[src/hdl/irc_line_tokenizer_assert.svh]
// Assertion macros for the line tokenizer.
// Define ASSERT_OFF to compile the checks away.
`ifndef IRC_LINE_TOKENIZER_ASSERT_SVH
`define IRC_LINE_TOKENIZER_ASSERT_SVH
`ifndef ASSERT_OFF
// Check a property at every rising clock edge outside reset.
`define ITL_ASSERT(label, clk, rst, prop, msg) \
   label: assert property (@(posedge clk) disable iff (rst) prop) else $error(msg);
// Check that an expression never holds outside reset.
`define ITL_NEVER(label, clk, rst, expr, msg) \
   label: assert property (@(posedge clk) disable iff (rst) !(expr)) else $error(msg);
`else
`define ITL_ASSERT(label, clk, rst, prop, msg)
`define ITL_NEVER(label, clk, rst, expr, msg)
`endif
`endif

[src/hdl/itl_pkg.sv]
`default_nettype none
package itl_pkg;

   localparam int HOLD_DEPTH_DEF = 32;
   localparam int PARAM_LIMIT    = 15;
   localparam logic [3:0] IDX_CAP = (PARAM_LIMIT < 15) ? 4'(PARAM_LIMIT) : 4'd15;
   localparam int QUEUE_DEPTH    = 4;

   localparam logic [7:0] CHAR_COLON = 8'h3A;
   localparam logic [7:0] CHAR_SPACE = 8'h20;

   typedef enum logic [2:0] {
      PH_START,
      PH_PREFIX,
      PH_PRECMD,
      PH_CMD,
      PH_SEP,
      PH_MID,
      PH_TRAIL
   } phase_type;

   typedef enum logic [2:0] {
      K_PREFIX,
      K_CMD,
      K_MID,
      K_TRAIL,
      K_END
   } kind_type;

   typedef enum logic [1:0] {
      BK_IDLE,
      BK_FLUSH,
      BK_EMIT,
      BK_END
   } back_state_type;

   // One classified item, as handed from front to back.
   typedef struct packed {
      logic        do_flush;
      logic        flush_ovf;
      logic        do_hold;
      logic        do_emit;
      kind_type    kind;
      logic [7:0]  data;
      logic        first;
      logic        empty;
      logic [3:0]  pidx;
      logic        do_end;
      logic        msg_void;
   } cmd_type;

endpackage
`default_nettype wire

[src/hdl/itl_front.sv]
`default_nettype none
module itl_front
   import itl_pkg::*;
#(
   parameter int HOLD_DEPTH = HOLD_DEPTH_DEF
) (
   input  wire logic       clock,
   input  wire logic       reset,
   input  wire logic       req_tvalid,
   output logic            req_tready,
   input  wire logic [7:0] req_tdata,   // data_byte[7:0]
   input  wire logic       req_tuser,   // has_byte[0]
   input  wire logic       req_tlast,   // line_end
   input  wire logic       q_full,
   output logic            push,
   output cmd_type         push_cmd
);

   localparam int CW = $clog2(HOLD_DEPTH + 1);

   phase_type       phase_ff, phase_in;
   logic [3:0]      pcount_ff, pcount_in;
   logic            content_ff, content_in;
   logic            prefix_ff, prefix_in;
   logic            started_ff, started_in;
   logic [CW-1:0]   fcnt_ff, fcnt_in;

   logic            accept;
   logic            ws;
   logic [7:0]      upper;
   cmd_type         cmd;

   assign req_tready = !q_full;
   assign accept     = req_tvalid && req_tready;

   assign ws    = (req_tdata == CHAR_SPACE) || (req_tdata >= 8'h09 && req_tdata <= 8'h0D);
   assign upper = (req_tdata >= 8'h61 && req_tdata <= 8'h7A) ? req_tdata - 8'h20 : req_tdata;

   always_comb begin
      phase_in   = phase_ff;
      pcount_in  = pcount_ff;
      content_in = content_ff;
      prefix_in  = prefix_ff;
      started_in = started_ff;
      fcnt_in    = fcnt_ff;
      cmd        = '0;
      cmd.kind   = K_PREFIX;

      if (req_tuser) begin
         unique case (phase_ff) inside
            PH_START, PH_PRECMD: begin
               if (!ws) begin
                  if (phase_ff == PH_START && req_tdata == CHAR_COLON) begin
                     phase_in   = PH_PREFIX;
                     prefix_in  = 1'b1;
                     started_in = 1'b0;
                  end else begin
                     phase_in   = PH_CMD;
                     content_in = 1'b1;
                     cmd.do_emit = 1'b1;
                     cmd.kind    = K_CMD;
                     cmd.data    = upper;
                     cmd.first   = 1'b1;
                  end
               end
            end
            PH_PREFIX: begin
               cmd.kind = K_PREFIX;
               if (req_tdata == CHAR_SPACE) begin
                  if (!started_ff) begin
                     cmd.do_emit = 1'b1;
                     cmd.first   = 1'b1;
                     cmd.empty   = 1'b1;
                  end
                  phase_in = PH_PRECMD;
               end else begin
                  cmd.do_emit = 1'b1;
                  cmd.data    = req_tdata;
                  cmd.first   = !started_ff;
                  started_in  = 1'b1;
               end
            end
            PH_CMD: begin
               if (ws) begin
                  phase_in = PH_SEP;
               end else begin
                  cmd.do_emit = 1'b1;
                  cmd.kind    = K_CMD;
                  cmd.data    = upper;
               end
            end
            PH_SEP: begin
               if (!ws) begin
                  if (req_tdata == CHAR_COLON) begin
                     phase_in   = PH_TRAIL;
                     started_in = 1'b0;
                     fcnt_in    = '0;
                  end else begin
                     phase_in    = PH_MID;
                     cmd.do_emit = 1'b1;
                     cmd.kind    = K_MID;
                     cmd.data    = req_tdata;
                     cmd.first   = 1'b1;
                     cmd.pidx    = pcount_ff;
                  end
               end
            end
            PH_MID: begin
               if (ws) begin
                  phase_in = PH_SEP;
                  if (pcount_ff < IDX_CAP) begin
                     pcount_in = pcount_ff + 4'd1;
                  end
               end else begin
                  cmd.do_emit = 1'b1;
                  cmd.kind    = K_MID;
                  cmd.data    = req_tdata;
                  cmd.pidx    = pcount_ff;
               end
            end
            PH_TRAIL: begin
               cmd.kind = K_TRAIL;
               cmd.data = req_tdata;
               cmd.pidx = pcount_ff;
               if (ws) begin
                  if (!req_tlast) begin
                     cmd.do_hold = 1'b1;
                     if (fcnt_ff == CW'(HOLD_DEPTH)) begin
                        cmd.do_flush  = 1'b1;
                        cmd.flush_ovf = 1'b1;
                        cmd.first     = !started_ff;
                        started_in    = 1'b1;
                        fcnt_in       = CW'(1);
                     end else begin
                        fcnt_in = fcnt_ff + CW'(1);
                     end
                  end
               end else begin
                  cmd.do_flush = 1'b1;
                  cmd.do_emit  = 1'b1;
                  cmd.first    = !started_ff;
                  started_in   = 1'b1;
                  fcnt_in      = '0;
               end
            end
            default: begin
               phase_in = PH_START;
            end
         endcase
      end

      if (req_tlast) begin
         cmd.do_end   = 1'b1;
         cmd.msg_void = (phase_in == PH_START) || (phase_in == PH_PREFIX) ||
                        (prefix_in && !content_in);
         if (phase_in == PH_TRAIL && !started_in) begin
            cmd.do_emit = 1'b1;
            cmd.kind    = K_TRAIL;
            cmd.data    = '0;
            cmd.first   = 1'b1;
            cmd.empty   = 1'b1;
            cmd.pidx    = pcount_in;
         end
         phase_in   = PH_START;
         pcount_in  = '0;
         content_in = 1'b0;
         prefix_in  = 1'b0;
         started_in = 1'b0;
         fcnt_in    = '0;
      end
   end

   assign push     = accept && (cmd.do_hold || cmd.do_emit || cmd.do_end || cmd.do_flush);
   assign push_cmd = cmd;

   always_ff @(posedge clock) begin
      if (reset) begin
         phase_ff   <= PH_START;
         pcount_ff  <= '0;
         content_ff <= 1'b0;
         prefix_ff  <= 1'b0;
         started_ff <= 1'b0;
         fcnt_ff    <= '0;
      end else if (accept) begin
         phase_ff   <= phase_in;
         pcount_ff  <= pcount_in;
         content_ff <= content_in;
         prefix_ff  <= prefix_in;
         started_ff <= started_in;
         fcnt_ff    <= fcnt_in;
      end
   end

endmodule
`default_nettype wire

[src/hdl/itl_queue.sv]
`default_nettype none
module itl_queue
   import itl_pkg::*;
(
   input  wire logic    clock,
   input  wire logic    reset,
   input  wire logic    push,
   input  wire cmd_type push_cmd,
   output logic         full,
   output logic         head_valid,
   output cmd_type      head,
   input  wire logic    pop
);

   localparam int PW = $clog2(QUEUE_DEPTH);

   cmd_type          entry_ff [QUEUE_DEPTH];
   logic [PW-1:0]    wr_ptr_ff, wr_ptr_in;
   logic [PW-1:0]    rd_ptr_ff, rd_ptr_in;
   logic [PW:0]      count_ff, count_in;
   logic             do_push, do_pop;

   assign full       = (count_ff == (PW+1)'(QUEUE_DEPTH));
   assign head_valid = (count_ff != '0);
   assign head       = entry_ff[rd_ptr_ff];
   assign do_push    = push && !full;
   assign do_pop     = pop && head_valid;

   always_comb begin
      wr_ptr_in = do_push ? wr_ptr_ff + PW'(1) : wr_ptr_ff;
      rd_ptr_in = do_pop  ? rd_ptr_ff + PW'(1) : rd_ptr_ff;
      count_in  = count_ff + (PW+1)'(do_push) - (PW+1)'(do_pop);
   end

   always_ff @(posedge clock) begin
      if (do_push) begin
         entry_ff[wr_ptr_ff] <= push_cmd;
      end
   end

   always_ff @(posedge clock) begin
      if (reset) begin
         wr_ptr_ff <= '0;
         rd_ptr_ff <= '0;
         count_ff  <= '0;
      end else begin
         wr_ptr_ff <= wr_ptr_in;
         rd_ptr_ff <= rd_ptr_in;
         count_ff  <= count_in;
      end
   end

endmodule
`default_nettype wire

[src/hdl/itl_back.sv]
`default_nettype none
`include "irc_line_tokenizer_assert.svh"
module itl_back
   import itl_pkg::*;
#(
   parameter int HOLD_DEPTH = HOLD_DEPTH_DEF
) (
   input  wire logic        clock,
   input  wire logic        reset,
   input  wire logic        head_valid,
   input  wire cmd_type     head,
   output logic             pop,
   output logic             rsp_tvalid,
   input  wire logic        rsp_tready,
   output logic [15:0]      rsp_tdata,  // out_byte[7:0], token_first, token_empty,
                                        // param_index[3:0], message_void, overflow
   output logic [2:0]       rsp_tuser,  // token_kind[2:0]
   output logic             rsp_tlast   // last_result
);

   localparam int CW = $clog2(HOLD_DEPTH + 1);
   localparam int AW = (HOLD_DEPTH > 1) ? $clog2(HOLD_DEPTH) : 1;

   back_state_type  state_ff, state_in;
   cmd_type         cmd_ff, cmd_in;
   logic [CW-1:0]   idx_ff, idx_in;
   logic [CW-1:0]   cnt_ff, cnt_in;
   logic            lead_ff, lead_in;

   logic [7:0]      mem_ff [HOLD_DEPTH];
   logic [7:0]      rd_data_ff;
   logic [AW-1:0]   rd_addr_in;
   logic            wr_en;
   logic [AW-1:0]   wr_addr;
   logic [7:0]      wr_data;

   logic            rsp_valid_ff;
   kind_type        rsp_kind_ff, res_kind;
   logic [7:0]      rsp_byte_ff, res_byte;
   logic            rsp_first_ff, res_first;
   logic            rsp_empty_ff, res_empty;
   logic [3:0]      rsp_pidx_ff, res_pidx;
   logic            rsp_void_ff, res_void;
   logic            rsp_ovf_ff, res_ovf;
   logic            rsp_last_ff, res_last;
   logic            issue;
   logic            out_free;
   logic            flush_done;
   back_state_type  after_flush;

   assign out_free   = !rsp_valid_ff || rsp_tready;
   assign flush_done = (idx_ff == cnt_ff - CW'(1));
   assign after_flush = cmd_ff.do_emit ? BK_EMIT : (cmd_ff.do_end ? BK_END : BK_IDLE);

   always_comb begin
      state_in   = state_ff;
      cmd_in     = cmd_ff;
      idx_in     = idx_ff;
      cnt_in     = cnt_ff;
      lead_in    = lead_ff;
      pop        = 1'b0;
      rd_addr_in = '0;
      wr_en      = 1'b0;
      wr_addr    = cnt_ff[AW-1:0];
      wr_data    = head.data;
      issue      = 1'b0;
      res_kind   = cmd_ff.kind;
      res_byte   = cmd_ff.data;
      res_first  = lead_ff && cmd_ff.first;
      res_empty  = 1'b0;
      res_pidx   = cmd_ff.pidx;
      res_void   = 1'b0;
      res_ovf    = 1'b0;
      res_last   = 1'b0;

      unique case (state_ff)
         BK_IDLE: begin
            if (head_valid) begin
               pop = 1'b1;
               if (head.do_hold && !head.do_flush) begin
                  wr_en  = 1'b1;
                  cnt_in = cnt_ff + CW'(1);
               end else begin
                  cmd_in  = head;
                  idx_in  = '0;
                  lead_in = 1'b1;
                  if (head.do_flush && cnt_ff != '0) begin
                     state_in = BK_FLUSH;
                  end else if (head.do_emit) begin
                     state_in = BK_EMIT;
                  end else if (head.do_end) begin
                     state_in = BK_END;
                  end
               end
            end
         end
         BK_FLUSH: begin
            rd_addr_in = idx_ff[AW-1:0];
            if (out_free) begin
               issue    = 1'b1;
               res_kind = K_TRAIL;
               res_byte = rd_data_ff;
               res_ovf  = cmd_ff.flush_ovf;
               res_last = flush_done && !cmd_ff.do_emit && !cmd_ff.do_end;
               lead_in  = 1'b0;
               if (flush_done) begin
                  cnt_in = '0;
                  if (cmd_ff.do_hold) begin
                     wr_en   = 1'b1;
                     wr_addr = '0;
                     wr_data = cmd_ff.data;
                     cnt_in  = CW'(1);
                  end
                  state_in = after_flush;
               end else begin
                  idx_in     = idx_ff + CW'(1);
                  rd_addr_in = AW'(idx_ff + CW'(1));
               end
            end
         end
         BK_EMIT: begin
            if (out_free) begin
               issue     = 1'b1;
               res_empty = cmd_ff.empty;
               res_last  = !cmd_ff.do_end;
               lead_in   = 1'b0;
               state_in  = cmd_ff.do_end ? BK_END : BK_IDLE;
            end
         end
         BK_END: begin
            if (out_free) begin
               issue     = 1'b1;
               res_kind  = K_END;
               res_byte  = '0;
               res_first = 1'b1;
               res_pidx  = '0;
               res_void  = cmd_ff.msg_void;
               res_last  = 1'b1;
               cnt_in    = '0;
               state_in  = BK_IDLE;
            end
         end
         default: begin
            state_in = BK_IDLE;
         end
      endcase
   end

   always_ff @(posedge clock) begin
      if (wr_en) begin
         mem_ff[wr_addr] <= wr_data;
      end
      rd_data_ff <= mem_ff[rd_addr_in];
   end

   always_ff @(posedge clock) begin
      cmd_ff <= cmd_in;
      idx_ff <= idx_in;
      if (issue) begin
         rsp_kind_ff  <= res_kind;
         rsp_byte_ff  <= res_byte;
         rsp_first_ff <= res_first;
         rsp_empty_ff <= res_empty;
         rsp_pidx_ff  <= res_pidx;
         rsp_void_ff  <= res_void;
         rsp_ovf_ff   <= res_ovf;
         rsp_last_ff  <= res_last;
      end
   end

   always_ff @(posedge clock) begin
      if (reset) begin
         state_ff     <= BK_IDLE;
         cnt_ff       <= '0;
         lead_ff      <= 1'b0;
         rsp_valid_ff <= 1'b0;
      end else begin
         state_ff <= state_in;
         cnt_ff   <= cnt_in;
         lead_ff  <= lead_in;
         if (issue) begin
            rsp_valid_ff <= 1'b1;
         end else if (rsp_tready) begin
            rsp_valid_ff <= 1'b0;
         end
      end
   end

   assign rsp_tvalid = rsp_valid_ff;
   assign rsp_tdata  = {rsp_ovf_ff, rsp_void_ff, rsp_pidx_ff, rsp_empty_ff,
                        rsp_first_ff, rsp_byte_ff};
   assign rsp_tuser  = rsp_kind_ff;
   assign rsp_tlast  = rsp_last_ff;

   `ITL_NEVER(a_cnt_bound, clock, reset, (cnt_ff > CW'(HOLD_DEPTH)), "held count above depth")
   `ITL_ASSERT(a_flush_range, clock, reset, ((state_ff == BK_FLUSH) |-> (cnt_ff != '0 && idx_ff < cnt_ff)), "flush index out of range")
   `ITL_ASSERT(a_end_last, clock, reset, ((rsp_valid_ff && rsp_kind_ff == K_END) |-> rsp_last_ff), "end beat not marked last")
   `ITL_ASSERT(a_end_clears, clock, reset, ((state_ff == BK_END && out_free) |=> (cnt_ff == '0)), "held bytes survive end of message")

endmodule
`default_nettype wire

[src/hdl/irc_line_tokenizer.sv]
`default_nettype none
// Path: a command that yields results passes through the queue into the back-end
// command register, and its results are registered in the output register.
// Throughput: one input beat per cycle while the queue has room; the back end flushes
// a held whitespace run byte by byte through the single read port of the hold memory.
// Reset: synchronous, active high; clears parse state, queue and output valid.
// The hold memory is not cleared and needs no clearing pass.
module irc_line_tokenizer
   import itl_pkg::*;
#(
   parameter int HOLD_DEPTH = HOLD_DEPTH_DEF
) (
   input  wire logic        clock,
   input  wire logic        reset,
   input  wire logic        req_tvalid,
   output logic             req_tready,
   input  wire logic [7:0]  req_tdata,   // data_byte[7:0]
   input  wire logic        req_tuser,   // has_byte
   input  wire logic        req_tlast,   // line_end
   output logic             rsp_tvalid,
   input  wire logic        rsp_tready,
   output logic [15:0]      rsp_tdata,   // out_byte[7:0], token_first, token_empty,
                                         // param_index[3:0], message_void, overflow
   output logic [2:0]       rsp_tuser,   // token_kind[2:0]
   output logic             rsp_tlast    // last_result
);

   // Front: parse each beat into at most one command; back: expand commands into results.
   logic    q_full;
   logic    push;
   cmd_type push_cmd;
   logic    head_valid;
   cmd_type head;
   logic    pop;

   itl_front #(
      .HOLD_DEPTH (HOLD_DEPTH)
   ) u_front (
      .clock      (clock),
      .reset      (reset),
      .req_tvalid (req_tvalid),
      .req_tready (req_tready),
      .req_tdata  (req_tdata),
      .req_tuser  (req_tuser),
      .req_tlast  (req_tlast),
      .q_full     (q_full),
      .push       (push),
      .push_cmd   (push_cmd)
   );

   // Short queue lets the parser keep taking beats while results drain.
   itl_queue u_queue (
      .clock      (clock),
      .reset      (reset),
      .push       (push),
      .push_cmd   (push_cmd),
      .full       (q_full),
      .head_valid (head_valid),
      .head       (head),
      .pop        (pop)
   );

   // Back end owns the hold memory and the output register.
   itl_back #(
      .HOLD_DEPTH (HOLD_DEPTH)
   ) u_back (
      .clock      (clock),
      .reset      (reset),
      .head_valid (head_valid),
      .head       (head),
      .pop        (pop),
      .rsp_tvalid (rsp_tvalid),
      .rsp_tready (rsp_tready),
      .rsp_tdata  (rsp_tdata),
      .rsp_tuser  (rsp_tuser),
      .rsp_tlast  (rsp_tlast)
   );

endmodule
`default_nettype wire

[config.mk]
export PLATFORM = sky130hd
export DESIGN_NAME = irc_line_tokenizer
export DESIGN_NICKNAME = d
export VERILOG_FILES = /design/src/hdl/itl_pkg.sv /design/src/hdl/itl_front.sv /design/src/hdl/itl_queue.sv /design/src/hdl/itl_back.sv /design/src/hdl/irc_line_tokenizer.sv
export VERILOG_INCLUDE_DIRS = /design/src /design/src/hdl
export SDC_FILE = /design/constraint.sdc
export NUM_CORES = 1
export LEC_CHECK = 0
export BUFFER_PORTS_ARGS = -buffer_cell sky130_fd_sc_hd__buf_2
export CAP_MARGIN = 30
export CORE_UTILIZATION = 55
export DETAILED_ROUTE_END_ITERATION = 10
export GPL_ROUTABILITY_DRIVEN = 0
export PLACE_DENSITY = 0.73
export SLEW_MARGIN = 40
export SYNTH_ARGS = -nofsm -noshare
export SYNTH_HDL_FRONTEND = slang
export SYNTH_SLANG_ARGS = --single-unit
export TNS_END_PERCENT = 100
[constraint.sdc]
create_clock -name clock -period 6.95 [get_ports clock]
set_input_delay 0.695 -clock clock [delete_from_list [all_inputs] [get_ports clock]]
set_output_delay 0.695 -clock clock [all_outputs]
set_load 0.02 [all_outputs]
==> results of run 1 <==
-- path summary, 6_finish.rpt --
kind / startpoint / to / cells after the start
min: u_front.prefix_ff$_SDFFE_PP0P_ / u_front.prefix_ff$_SDFFE_PP0P_ / 2
max: u_back.cnt_ff[0]$_SDFFE_PP0P_ / u_back.mem_ff[19][5]$_DFFE_PP_ / 10
max reg2reg: u_back.cnt_ff[0]$_SDFFE_PP0P_ / u_back.mem_ff[19][5]$_DFFE_PP_ / 10
min reg2reg: u_front.prefix_ff$_SDFFE_PP0P_ / u_front.prefix_ff$_SDFFE_PP0P_ / 2
-- cell type report --
| cell class | count | area, um^2 |
|---|---|---|
| flip-flops and latches | 434 | 12600 |
| multi-input cells | 778 | 5470 |
| repair buffers | 57 | 348 |
| fillers | 2389 | 12300 |
| clock inverters | 19 | 195 |
| inverters | 25 | 93.8 |
| clock buffers | 60 | 1170 |
| well taps | 442 | 553 |
-- stage by stage --
stage	cell area, um^2	setup WS [ps]
floorplan	18400	3300
global placement	19000	2340
detailed placement	19000	2150
CTS	20400	2130
global route	20400	2120
finish	20400	2290
-- critical path: stages (launching register included) --
cell	delay [ps]
sky130_fd_sc_hd__dfxtp_1	550
sky130_fd_sc_hd__inv_1	180
sky130_fd_sc_hd__ha_1	280
sky130_fd_sc_hd__and2_1	200
sky130_fd_sc_hd__a211o_1	310
sky130_fd_sc_hd__a32oi_1	390
sky130_fd_sc_hd__nor2_1	190
sky130_fd_sc_hd__and3_1	480
sky130_fd_sc_hd__nor2_1	280
sky130_fd_sc_hd__nand3_1	550
sky130_fd_sc_hd__nor3_2	870
-- flip-flops by register name (all words and copies together), names as in the netlist, 2 cells and up, named ones only --
name                count
u_back.cnt_ff           6
u_back.mem_ff         256
u_back.rsp_pidx_ff      4
u_queue.wr_ptr_ff       2
u_front.fcnt_ff         6
u_back.rsp_tuser        3
u_front.phase_ff        3
u_back.rsp_byte_ff      8
u_queue.rd_ptr_ff       2
u_back.rd_data_ff       8
u_back.cmd_ff          21
u_queue.count_ff        3
u_front.pcount_ff       4
u_back.state_ff         2
u_queue.entry_ff       88
u_back.idx_ff           6
-- report_power, final --
part | total [mW] | internal, mW | leakage [nW] | switching (mW)
clock | 2.26 | 1.30 | 0.664 | 0.958
combinational | 1.88 | 0.657 | 2.21 | 1.22
sequential | 3.51 | 3.34 | 3.92 | 0.169
-- metal layers --
metal | up-vias | share of wire
met3 | 97 | 0.075
met1 | 5508 | 0.40
met4 | 0 | 0.034
met5 | - | 0
met2 | 464 | 0.49
li1 | 5054 | -
-- cell families (layout without fill, tap and decap cells) --
| family | Yosys count | after routing |
|---|---|---|
| flip-flops | 434 | 434 |
| AND/OR/NAND/NOR | 411 | 411 |
| AO/OA/AOI/OAI | 216 | 216 |
| multiplexers | 114 | 114 |
| buffers and inverters | 95 | 161 |
| adder cells (fa/ha/maj) | 21 | 21 |
| XOR/XNOR | 16 | 16 |
-- cells in the final DEF, fill, tap and decap left out, types with 12 or more instances in the layout --
cell	netlist	routed
sky130_fd_sc_hd__dfxtp_1	43	43
sky130_fd_sc_hd__nand3_1	32	32
sky130_fd_sc_hd__or3_1	13	13
sky130_fd_sc_hd__and3_1	20	20
sky130_fd_sc_hd__mux2_2	57	56
sky130_fd_sc_hd__ha_1	20	20
sky130_fd_sc_hd__buf_2	18	35
sky130_fd_sc_hd__mux2i_1	25	25
sky130_fd_sc_hd__o22ai_1	27	27
sky130_fd_sc_hd__nor3_1	18	14
sky130_fd_sc_hd__and2_1	21	21
sky130_fd_sc_hd__a31oi_1	13	13
sky130_fd_sc_hd__xnor2_1	12	12
sky130_fd_sc_hd__a21oi_1	47	45
sky130_fd_sc_hd__nor2_1	101	94
sky130_fd_sc_hd__clkbuf_16	0	43
sky130_fd_sc_hd__a32oi_1	25	25
sky130_fd_sc_hd__o221ai_1	16	16
sky130_fd_sc_hd__buf_4	7	21
sky130_fd_sc_hd__nand2_1	161	159
sky130_fd_sc_hd__mux4_2	22	22
sky130_fd_sc_hd__clkbuf_1	36	14
sky130_fd_sc_hd__o21ai_0	23	23
sky130_fd_sc_hd__edfxtp_1	391	391
sky130_fd_sc_hd__inv_1	25	25
==> impl_metrics.sql, run 1 <==
INSERT INTO impl_metrics (metric_group, metric, value, unit) VALUES
('logic_synthesis', 'postSynthAreaPerCell', '14.1', 'um^2'),
('pwr', 'p_leak', '6.80', 'nW'),
('global_route', 'grt_use_met2', '0.398', ''),
('worst_setup_path', 'timing.critical_path.to_type', 'flip-flop', ''),
('cells_and_area', 'finalCoreUtilization', '0.625', ''),
('pwr', 'power_density', '374', 'mW/mm^2'),
('floorplanning', 'number_of_placed_i_o_pins', '36', ''),
('logic_synthesis', 'yosysSeqAreaShare', '0.684', ''),
('worst_setup_path', 'cp_data_arrival_time', '4820', 'ps'),
('timing', 'final_period_minus_worst_setup_slack', '4660', 'ps'),
('global_route', 'grt_pass1_vias', '10744', ''),
('global_route', 'grtUsageTotal', '0.241', ''),
('logic_synthesis', 'netlist-cell-type-count', '75', ''),
('worst_setup_path', 'path_max_fanout', '15', ''),
('worst_setup_path', 'worst-setup-path-type', 'flip-flop to flip-flop', ''),
('logic_synthesis', 'async_reset_ff_frac', '0', ''),
('timing', 'maxSlewHeadroom', '0.419', ''),
('global_route', 'grt_max_degree', '43', ''),
('worst_setup_path', 'reg2reg_setup_slack', '2290', 'ps'),
('global_route', 'globalRoute.totalOverflow', '0', ''),
('hold_path', 'holdCritPathClass', 'flip-flop to flip-flop', ''),
('global_route', 'grt.busiest_layer', 'met2', ''),
('global_route', 'global_route_wire_length_before_repair', '61.8', 'mm'),
('routing', 'firstDrtPassIters', '5', ''),
('cells_and_area', 'area_overhead_of_the_layout_relative_to_synthesis', '11.0', '%'),
('logic_synthesis', 'synth_compound_area_frac', '0.0825', ''),
('logic_synthesis', 'syn_inst', '1307', ''),
('logic_synthesis', 'synth_fa_ha_area_frac', '0.0147', ''),
('cts', 'htree_levels', '2', ''),
('logic_synthesis', 'post-synth-top-count-cell', 'sky130_fd_sc_hd__edfxtp_1', ''),
('routing', 'drt-total-wl', '40.1', 'mm'),
('run_status', 'status', 'finished clean', ''),
('cts', 'post_cts_resized', '0', ''),
('routing', 'via_count', '11123', ''),
('routing', 'route.detailed.wl_per_inst', '22.1', 'um'),
('logic_synthesis', 'muxShareOfSynthArea', '0.0833', ''),
('logic_synthesis', 'post_synth_main_area_contributors', 'sky130_fd_sc_hd__edfxtp_1, sky130_fd_sc_hd__dfxtp_1, sky130_fd_sc_hd__mux2_2, sky130_fd_sc_hd__nand2_1, sky130_fd_sc_hd__mux4_2', ''),
('timing', 'fin_hold_ws', '511', 'ps'),
('cells_and_area', 'final_cells', '1815', ''),
('routing', 'via_per_inst', '6.13', ''),
('timing', 'finalSetupTns', '0', 'ps'),
('cts', 'tritoncts', 'built', ''),
('logic_synthesis', 'synthFlopType', 'sky130_fd_sc_hd__edfxtp_1', ''),
('routing', 'detail_route.drc_violations', '0', ''),
('global_route', 'global_route.usage.met3', '0.0401', ''),
('job', 'max-cap-violations', '0', ''),
('timing', 'rsz0062_at_grt', 'no', ''),
('pwr', 'total_power', '7.65', 'mW'),
('floorplanning', 'initial_core_util', '0.563', ''),
('worst_setup_path', 'crit_path_start_kind', 'flip-flop', ''),
('floorplanning', 'design.core.area', '0.0327', 'mm^2'),
('routing', 'drt_iter0_drc', '1030', ''),
('logic_synthesis', 'synth_top_family_by_area', 'simple AND/OR/NAND/NOR gates', ''),
('cts', 'post_cts.repair.setup_buffers', '0', ''),
('floorplanning', 'fp-row-count', '66', ''),
('timing', 'timing.final.hold_violations', '0', ''),
('logic_synthesis', 'synth-edff-count', '391', ''),
('timing', 'drv_slew', '0', ''),
('logic_synthesis', 'yosys_register_bits', '434', ''),
('timing', 'final.setup_skew', '26.8', 'ps'),
('timing', 'fin_crit_sh', '0.670', ''),
('logic_synthesis', 'synth_fp_nets', '1342', ''),
('cts', 'cts_inserted_buffers', '43', ''),
('cts', 'clk_transition_reported_paths', '60', 'ps'),
('routing', 'drtAntennaViolNets', '0', ''),
('placement', 'io_buffer_count', '35', ''),
('logic_synthesis', 'synth_area', '0.0184', 'mm^2'),
('placement', 'post-dp-hpwl', '25.6', 'mm'),
('floorplanning', 'die_x', '185', 'um'),
('floorplanning', 'die_y', '185', 'um'),
('logic_synthesis', 'yosys_warnings', '0', '');
Note: power is estimated with default switching activity, not from simulation.
==> run 2: changes to the inputs <==
--- a/config.mk
+++ b/config.mk
@@ -6,6 +6,7 @@
 export SDC_FILE = /design/constraint.sdc
 export NUM_CORES = 1
 export LEC_CHECK = 0
+export ABC_AREA = 1
 export BUFFER_PORTS_ARGS = -buffer_cell sky130_fd_sc_hd__buf_2
 export CAP_MARGIN = 30
 export CORE_UTILIZATION = 55
==> constraint.sdc (replaced) <==
create_clock -name clock -period 4.3 [get_ports clock]
set_input_delay 0.43 -clock clock [delete_from_list [all_inputs] [get_ports clock]]
set_output_delay 0.43 -clock clock [all_outputs]
set_load 0.02 [all_outputs]
==> impl_metrics.sql, run 2 <==
INSERT INTO impl_metrics (metric_group, metric, value, unit) VALUES
('logic_synthesis', 'netlist-cell-type-count', '45', ''),
('floorplanning', 'design.core.area', '0.0358', 'mm^2'),
('timing', 'rsz0062_at_grt', 'no', ''),
('cells_and_area', 'final_cell_area', '0.0223', 'mm^2'),
('cts', 'htree_levels', '2', ''),
('timing', 'worstMarginPinSlew', '826', 'ps'),
('worst_setup_path', 'crit_chain', 'inv_2 -> ha_1 -> inv_1 -> nand2_1 -> nand2_1 -> nor2_1 -> nand2_1 -> nor2_2 -> nand3_4 -> nor4_4 -> inv_2 -> nand2_1 -> nand3_1 -> nor2_1', ''),
('timing', 'timing.final.hold_violations', '0', ''),
('pwr', 'switchingPower', '5.47', 'mW'),
('worst_setup_path', 'crit_required', '4510', 'ps'),
('global_route', 'grt_pass1_vias', '14342', ''),
('worst_setup_path', 'crit_start', 'u_back.cnt_ff[0]$_SDFFE_PP0P_', ''),
('cts', 'cts_inserted_buffers', '45', ''),
('cts', 'clock_path_buffers', '3', ''),
('logic_synthesis', 'yosys_warnings', '0', ''),
('cells_and_area', 'area_overhead_of_the_layout_relative_to_synthesis', '10.6', '%'),
('cts', 'cts.root.buffer_cell', 'sky130_fd_sc_hd__clkbuf_16', ''),
('placement', 'io_buffer_count', '35', ''),
('pwr', 'sw_frac_of_total', '0.379', ''),
('routing', 'drt-total-wl', '49.0', 'mm'),
('global_route', 'globalRoute.totalOverflow', '0', ''),
('cells_and_area', 'finish.net_count', '2103', ''),
('global_route', 'grt_max_degree', '129', ''),
('routing', 'detail_route.drc_violations', '0', ''),
('timing', 'fin_crit_sh', '0.939', ''),
('routing', 'drtAntennaViolNets', '0', ''),
('floorplanning', 'initial_core_util', '0.562', ''),
('run_status', 'status', 'finished clean', ''),
('cells_and_area', 'largest-register', 'u_back.mem_ff', ''),
('cells_and_area', 'layout.area.seq', '0.0126', 'mm^2'),
('cts', 'tritoncts', 'built', ''),
('timing', 'maxSlewHeadroom', '0.442', ''),
('cts', 'worst_skew_pair.late_latency', '580', 'ps'),
('cts', 'tritoncts_num_sinks', '434', ''),
('hold_path', 'holdCritPathClass', 'input port to flip-flop', ''),
('pwr', 'p_int', '8.95', 'mW'),
('global_route', 'global_route.usage.met3', '0.0375', ''),
('worst_setup_path', 'critical_path.reg2reg.startpoint', 'u_back.cnt_ff[0]$_SDFFE_PP0P_', ''),
('placement', 'post-dp-hpwl', '30.0', 'mm'),
('floorplanning', 'fp.dieArea', '0.0374', 'mm^2'),
('placement', 'detailedPlace.worstSlack', '445', 'ps'),
('cts', 'cts_hold_buffers', '0', ''),
('timing', 'final-setup-viol-count', '0', ''),
('logic_synthesis', 'synthFlopType', 'sky130_fd_sc_hd__edfxtp_1', ''),
('cts', 'post_cts.repair.setup_buffers', '0', ''),
('floorplanning', 'die_y', '193', 'um'),
('cells_and_area', 'filler_cell_count', '2812', ''),
('logic_synthesis', 'post_synth_most_frequent_cells', 'sky130_fd_sc_hd__edfxtp_1, sky130_fd_sc_hd__inv_1, sky130_fd_sc_hd__nand2_1', ''),
('routing', 'route.detailed.wl_per_inst', '19.1', 'um'),
('timing', 'fin_hold_ws', '247', 'ps'),
('pwr', 'p_leak', '9.25', 'nW'),
('global_route', 'antenna_found_initial', '0', ''),
('logic_synthesis', 'post_synth_main_area_contributors', 'sky130_fd_sc_hd__edfxtp_1, sky130_fd_sc_hd__inv_1, sky130_fd_sc_hd__nand3_1, sky130_fd_sc_hd__nand2_1, sky130_fd_sc_hd__dfxtp_1', ''),
('logic_synthesis', 'yosysSeqAreaShare', '0.625', ''),
('timing', 'drv_slew', '0', ''),
('floorplanning', 'die_x', '193', 'um'),
('logic_synthesis', 'async_reset_ff_frac', '0', ''),
('pwr', 'vdd_ir_drop_max', '0.455', 'mV'),
('worst_setup_path', 'worst-setup-path-type', 'flip-flop to flip-flop', ''),
('cells_and_area', 'most_common_library_cell_in_the_layout_ignoring_fill_and_taps', 'sky130_fd_sc_hd__edfxtp_1', ''),
('cts', 'post_cts_resized', '0', ''),
('global_route', 'grt.met1_usage', '0.353', ''),
('worst_setup_path', 'crit_path_start_kind', 'flip-flop', ''),
('floorplanning', 'number_of_placed_i_o_pins', '36', ''),
('cells_and_area', 'largest_registers', 'u_back.mem_ff (256), u_queue.entry_ff (88), u_back.cmd_ff (21)', ''),
('timing', 'finalSetupTns', '0', 'ps'),
('routing', 'via_per_inst', '5.81', ''),
('worst_setup_path', 'cp_data_arrival_time', '4250', 'ps'),
('logic_synthesis', 'synth_area', '0.0201', 'mm^2'),
('cells_and_area', 'most-common-layout-cells', 'sky130_fd_sc_hd__edfxtp_1, sky130_fd_sc_hd__inv_1, sky130_fd_sc_hd__nand2_1', ''),
('cells_and_area', 'antenna-diode-count', '0', ''),
('cells_and_area', 'largest_register_ff_count', '256', ''),
('timing', 'final.setup_skew', '20.0', 'ps'),
('worst_setup_path', 'cpPeakStageDelay', '730', 'ps'),
('pwr', 'p_clk_frac', '0.256', ''),
('timing', 'final_period_minus_worst_setup_slack', '4040', 'ps'),
('logic_synthesis', 'area_leader_netlist', 'sky130_fd_sc_hd__edfxtp_1', ''),
('timing', 'setup_ws', '261', 'ps'),
('floorplanning', 'fp-row-count', '69', ''),
('global_route', 'global_route_wire_length_before_repair', '77.5', 'mm'),
('cells_and_area', 'area_occupied_by_multi_input_gates', '0.00564', 'mm^2'),
('worst_setup_path', 'worst_path_most_repeated_cell', 'sky130_fd_sc_hd__nand2_1', ''),
('worst_setup_path', 'path_max_fanout', '23', ''),
('global_route', 'grtUsageTotal', '0.264', ''),
('pwr', 'share_comb_of_total_power', '0.333', ''),
('worst_setup_path', 'crit_slowest_cell', 'sky130_fd_sc_hd__nor2_1', ''),
('global_route', 'grt_use_met2', '0.430', ''),
('logic_synthesis', 'synth_fp_nets', '2075', ''),
('routing', 'firstDrtPassIters', '6', ''),
('logic_synthesis', 'postSynthAreaPerCell', '9.88', 'um^2'),
('pwr', 'total_power', '14.4', 'mW'),
('worst_setup_path', 'worstSetupEndpoint', 'u_back.mem_ff[12][5]$_DFFE_PP_', ''),
('routing', 'drt_iter0_drc', '1690', ''),
('worst_setup_path', 'reg2reg_setup_slack', '260', 'ps'),
('logic_synthesis', 'yosys_register_bits', '434', ''),
('job', 'max-cap-violations', '0', ''),
('worst_setup_path', 'ff_to_ff_path_depth', '14', ''),
('logic_synthesis', 'netlist.area_leader.share', '0.583', ''),
('logic_synthesis', 'syn_inst', '2040', ''),
('global_route', 'grt.busiest_layer', 'met2', ''),
('placement', 'postPlaceCellArea', '0.0209', 'mm^2'),
('worst_setup_path', 'timing.critical_path.to_type', 'flip-flop', ''),
('logic_synthesis', 'post-synth-top-count-cell', 'sky130_fd_sc_hd__edfxtp_1', ''),
('worst_setup_path', 'reg2reg_to', 'u_back.mem_ff[12][5]$_DFFE_PP_', ''),
('timing', 'fmax', '248', 'MHz'),
('pwr', 'power_density', '647', 'mW/mm^2'),
('cells_and_area', 'drive_above_1_share', '0.0961', ''),
('routing', 'via_count', '14889', ''),
('cts', 'clk_transition_reported_paths', '60', 'ps'),
('logic_synthesis', 'synth-edff-count', '391', ''),
('pwr', 'power.share.sequential', '0.411', '');
[run 2: how the worst min path moves through the flow]
stage / slack [ps] / cells after the start / startpoint / endpoint
after floorplan: 440 / 2 / u_queue.rd_ptr_ff[1]$_SDFFE_PP0P_ / flip-flop
after global placement: 450 / 2 / u_front.prefix_ff$_SDFFE_PP0P_ / u_front.prefix_ff$_SDFFE_PP0P_
after detailed placement: 460 / 2 / u_front.prefix_ff$_SDFFE_PP0P_ / u_front.prefix_ff$_SDFFE_PP0P_
after CTS: 220 / 1 / req_tlast / u_queue.entry_ff[0][1]$_DFFE_PP_
after global routing: 230 / 1 / req_tlast / u_queue.entry_ff[0][1]$_DFFE_PP_
final: 250 / 1 / req_tlast / u_queue.entry_ff[0][1]$_DFFE_PP_
[run 2: final cells by class]
cell class | count | area share
clock inverter | 28 | 0.0100
tap | 461 | 0.0259
clock buffer | 54 | 0.0520
inverter | 390 | 0.0657
multi-input combinational | 1107 | 0.253
timing repair buffer | 90 | 0.0282
sequential | 434 | 0.565
[run 2: worst max-delay path, delay by kind of cell, from the launching register on]
family	cells	cell delay, ps
fa+ha+maj	1	340
buf+inv	3	500
flops	1	460
simple gates	10	2350
[run 2: logic make-up (layout without fill, tap and decap cells)]
group / count (synthesis) / count (layout) / synth area share
AND/OR/NAND/NOR: 896 / 896 / 0.206
buffers and inverters: 499 / 562 / 0.100
flip-flops: 434 / 434 / 0.625
AO/OA/AOI/OAI: 183 / 183 / 0.0518
adder cells (fa/ha/maj): 21 / 21 / 0.0134
XOR/XNOR: 7 / 7 / 0.00304
[run 2: through the flow]
| stage | utilization | instances |
|---|---|---|
| global route | 0.622 | 2564 |
| finish | 0.622 | 2564 |
| floorplan | - | 2040 |
| CTS | 0.622 | 2564 |
| detailed placement | 0.584 | 2482 |
| global placement | 0.583 | 2482 |
[run 2: routing by layer]
metal  routed length, um  share of wire
met1               19900           0.41
met2               23300           0.47
met3                3990          0.081
met4                1910          0.039
met5                   0              0
[run 2: power by group through the flow]
stage	Clock (mW)	Sequential, mW	Combinational (mW)
after CTS	3.73	5.92	4.75
after global routing	3.88	5.97	5.19
after global placement	0	5.99	4.59
final	3.69	5.92	4.81
after detailed placement	0	6.00	4.72
after floorplan	0	6.07	2.96
==> run 3: changes to the inputs <==
--- a/config.mk
+++ b/config.mk
@@ -9,10 +9,10 @@
 export ABC_AREA = 1
 export BUFFER_PORTS_ARGS = -buffer_cell sky130_fd_sc_hd__buf_2
 export CAP_MARGIN = 30
-export CORE_UTILIZATION = 55
+export CORE_UTILIZATION = 50
 export DETAILED_ROUTE_END_ITERATION = 10
 export GPL_ROUTABILITY_DRIVEN = 0
-export PLACE_DENSITY = 0.73
+export PLACE_DENSITY = 0.68
 export SLEW_MARGIN = 40
 export SYNTH_ARGS = -nofsm -noshare
 export SYNTH_HDL_FRONTEND = slang
==> constraint.sdc (replaced) <==
create_clock -name clock -period 4.3 [get_ports clock]
set_input_delay 1.075 -clock clock [delete_from_list [all_inputs] [get_ports clock]]
set_output_delay 1.075 -clock clock [all_outputs]
set_load 0.1 [all_outputs]
==> impl_metrics.sql, run 3 (synthesis gave the netlist of run 2 again) <==
INSERT INTO impl_metrics (metric_group, metric, value, unit) VALUES
('cts', 'tritoncts_num_sinks', '434', ''),
('worst_setup_path', 'cp_data_arrival_time', '3900', 'ps'),
('pwr', 'p_leak', '9.31', 'nW'),
('cts', 'clock_path_buffers', '3', ''),
('global_route', 'global_route_wire_length_before_repair', '75.2', 'mm'),
('worst_setup_path', 'worst-path-buf-inv', '4', ''),
('floorplanning', 'initial_core_util', '0.507', ''),
('worst_setup_path', 'reg2reg_setup_slack', '680', 'ps'),
('cells_and_area', 'largest_register_ff_count', '256', ''),
('worst_setup_path', 'worst_path_most_repeated_cell', 'sky130_fd_sc_hd__nand2_1', ''),
('global_route', 'antenna_found_initial', '0', ''),
('pwr', 'total_power', '14.8', 'mW'),
('timing', 'finalSetupTns', '0', 'ps'),
('cells_and_area', 'antenna-diode-count', '0', ''),
('routing', 'firstDrtPassIters', '5', ''),
('worst_setup_path', 'crit_chain', 'inv_2 -> ha_1 -> inv_1 -> nand2_1 -> nand2_1 -> nor2_1 -> nand2_1 -> nor2_2 -> nand3_4 -> nor4_4 -> inv_2 -> nand2_1 -> nand4_1 -> nor2_1 -> buf_4', ''),
('timing', 'final-setup-viol-count', '0', ''),
('timing', 'setup_ws', '679', 'ps'),
('routing', 'via_count', '14549', ''),
('global_route', 'grtUsageTotal', '0.236', ''),
('placement', 'io_buffer_count', '35', ''),
('hold_path', 'holdCritPathClass', 'flip-flop to flip-flop', ''),
('cts', 'cts_hold_buffers', '0', ''),
('cts', 'tritoncts', 'built', ''),
('timing', 'fmax', '276', 'MHz'),
('cells_and_area', 'most_common_library_cell_in_the_layout_ignoring_fill_and_taps', 'sky130_fd_sc_hd__edfxtp_1', ''),
('floorplanning', 'design.core.area', '0.0397', 'mm^2'),
('cells_and_area', 'final_cells', '2641', ''),
('timing', 'maxSlewHeadroom', '0.433', ''),
('cells_and_area', 'largest-register', 'u_back.mem_ff', ''),
('cts', 'post_cts.repair.setup_buffers', '0', ''),
('timing', 'final.setup_skew', '33.1', 'ps'),
('placement', 'detailedPlace.worstSlack', '424', 'ps'),
('timing', 'rsz0062_at_grt', 'no', ''),
('worst_setup_path', 'timing.critical_path.to_type', 'flip-flop', ''),
('cts', 'cts.root.buffer_cell', 'sky130_fd_sc_hd__clkbuf_16', ''),
('cells_and_area', 'largest_registers', 'u_back.mem_ff (256), u_queue.entry_ff (88), u_back.cmd_ff (21)', ''),
('global_route', 'grt_max_degree', '129', ''),
('routing', 'drtAntennaViolNets', '0', ''),
('job', 'max-cap-violations', '0', ''),
('worst_setup_path', 'cpPeakStageDelay', '540', 'ps'),
('pwr', 'power_density', '659', 'mW/mm^2'),
('worst_setup_path', 'worst-setup-path-type', 'flip-flop to flip-flop', ''),
('cells_and_area', 'drive_above_1_share', '0.0997', ''),
('worst_setup_path', 'crit_required', '4580', 'ps'),
('cells_and_area', 'filler_cell_count', '3341', ''),
('floorplanning', 'fp.dieArea', '0.0411', 'mm^2'),
('routing', 'drt-total-wl', '48.3', 'mm'),
('timing', 'worstMarginPinSlew', '851', 'ps'),
('global_route', 'globalRoute.totalOverflow', '0', ''),
('cells_and_area', 'finish.net_count', '2115', ''),
('placement', 'post-place-cells', '2557', ''),
('global_route', 'grt_pass1_vias', '13665', ''),
('pwr', 'vdd_ir_drop_max', '0.391', 'mV'),
('placement', 'post-dp-hpwl', '29.5', 'mm'),
('cts', 'htree_levels', '2', ''),
('worst_setup_path', 'crit_family', 'simple AND/OR/NAND/NOR gates', ''),
('cts', 'cts_inserted_buffers', '45', ''),
('cells_and_area', 'finalCoreUtilization', '0.564', ''),
('floorplanning', 'die_y', '203', 'um'),
('routing', 'detail_route.drc_violations', '0', ''),
('run_status', 'status', 'finished clean', ''),
('routing', 'route.detailed.wl_per_inst', '18.3', 'um'),
('floorplanning', 'die_x', '203', 'um'),
('worst_setup_path', 'path_max_fanout', '8', ''),
('timing', 'fin_crit_sh', '0.842', ''),
('routing', 'via_per_inst', '5.51', ''),
('floorplanning', 'number_of_placed_i_o_pins', '36', ''),
('worst_setup_path', 'crit_path_start_kind', 'flip-flop', ''),
('worst_setup_path', 'crit_slowest_cell', 'sky130_fd_sc_hd__nand4_1', ''),
('timing', 'drv_slew', '0', ''),
('routing', 'drt_iter0_drc', '1348', ''),
('floorplanning', 'fp-row-count', '73', ''),
('timing', 'timing.final.hold_violations', '0', ''),
('cts', 'clk_transition_reported_paths', '60', 'ps'),
('cts', 'post_cts_resized', '0', ''),
('timing', 'final_period_minus_worst_setup_slack', '3620', 'ps'),
('cts', 'worst_skew_pair.late_latency', '580', 'ps'),
('cells_and_area', 'most-common-layout-cells', 'sky130_fd_sc_hd__edfxtp_1, sky130_fd_sc_hd__inv_1, sky130_fd_sc_hd__nand2_1', ''),
('cells_and_area', 'area_overhead_of_the_layout_relative_to_synthesis', '11.3', '%');
## run 3: path summary, 6_finish.rpt
kind | start | endpoint | cells after the start
worst max register to register | u_back.cnt_ff[0]$_SDFFE_PP0P_ | u_back.mem_ff[22][6]$_DFFE_PP_ | 15
worst min-delay path | u_queue.rd_ptr_ff[0]$_SDFFE_PP0P_ | flip-flop | 1
worst min register to register | u_queue.rd_ptr_ff[0]$_SDFFE_PP0P_ | flip-flop | 1
worst max-delay path | u_back.cnt_ff[0]$_SDFFE_PP0P_ | u_back.mem_ff[22][6]$_DFFE_PP_ | 15
## run 3: metal layers
layer,up-vias,GRT usage,wire (um)
met5,-,0,0
met4,0,0.0725,1250
met3,99,0.0379,3320
met2,580,0.388,23300
met1,6888,0.321,20400
li1,6982,-,-
## run 3: cell type report
class                           instances  area (um^2)  area share
Tap cell                              525          657      0.0293
Multi-Input combinational cell       1107         5640       0.251
Clock buffer                           58         1210      0.0538
Sequential cell                       434        12600       0.562
Inverter                              390         1460      0.0653
Clock inverter                         25          145     0.00647
Timing Repair Buffer                  102          714      0.0319
## run 3: through the flow
step	area [um^2]	hold WS, ps
2_1_floorplan	20100	436
3_3_place_gp	21000	452
3_5_place_dp	21000	469
4_1_cts	22400	466
5_1_grt	22400	493
6_report	22400	468
## run 3: power breakdown
group,internal [mW],switching [mW],total [mW]
clock,1.99,1.60,3.59
combinational,1.21,4.04,5.24
sequential,5.70,0.228,5.93
total,8.90,5.87,14.8
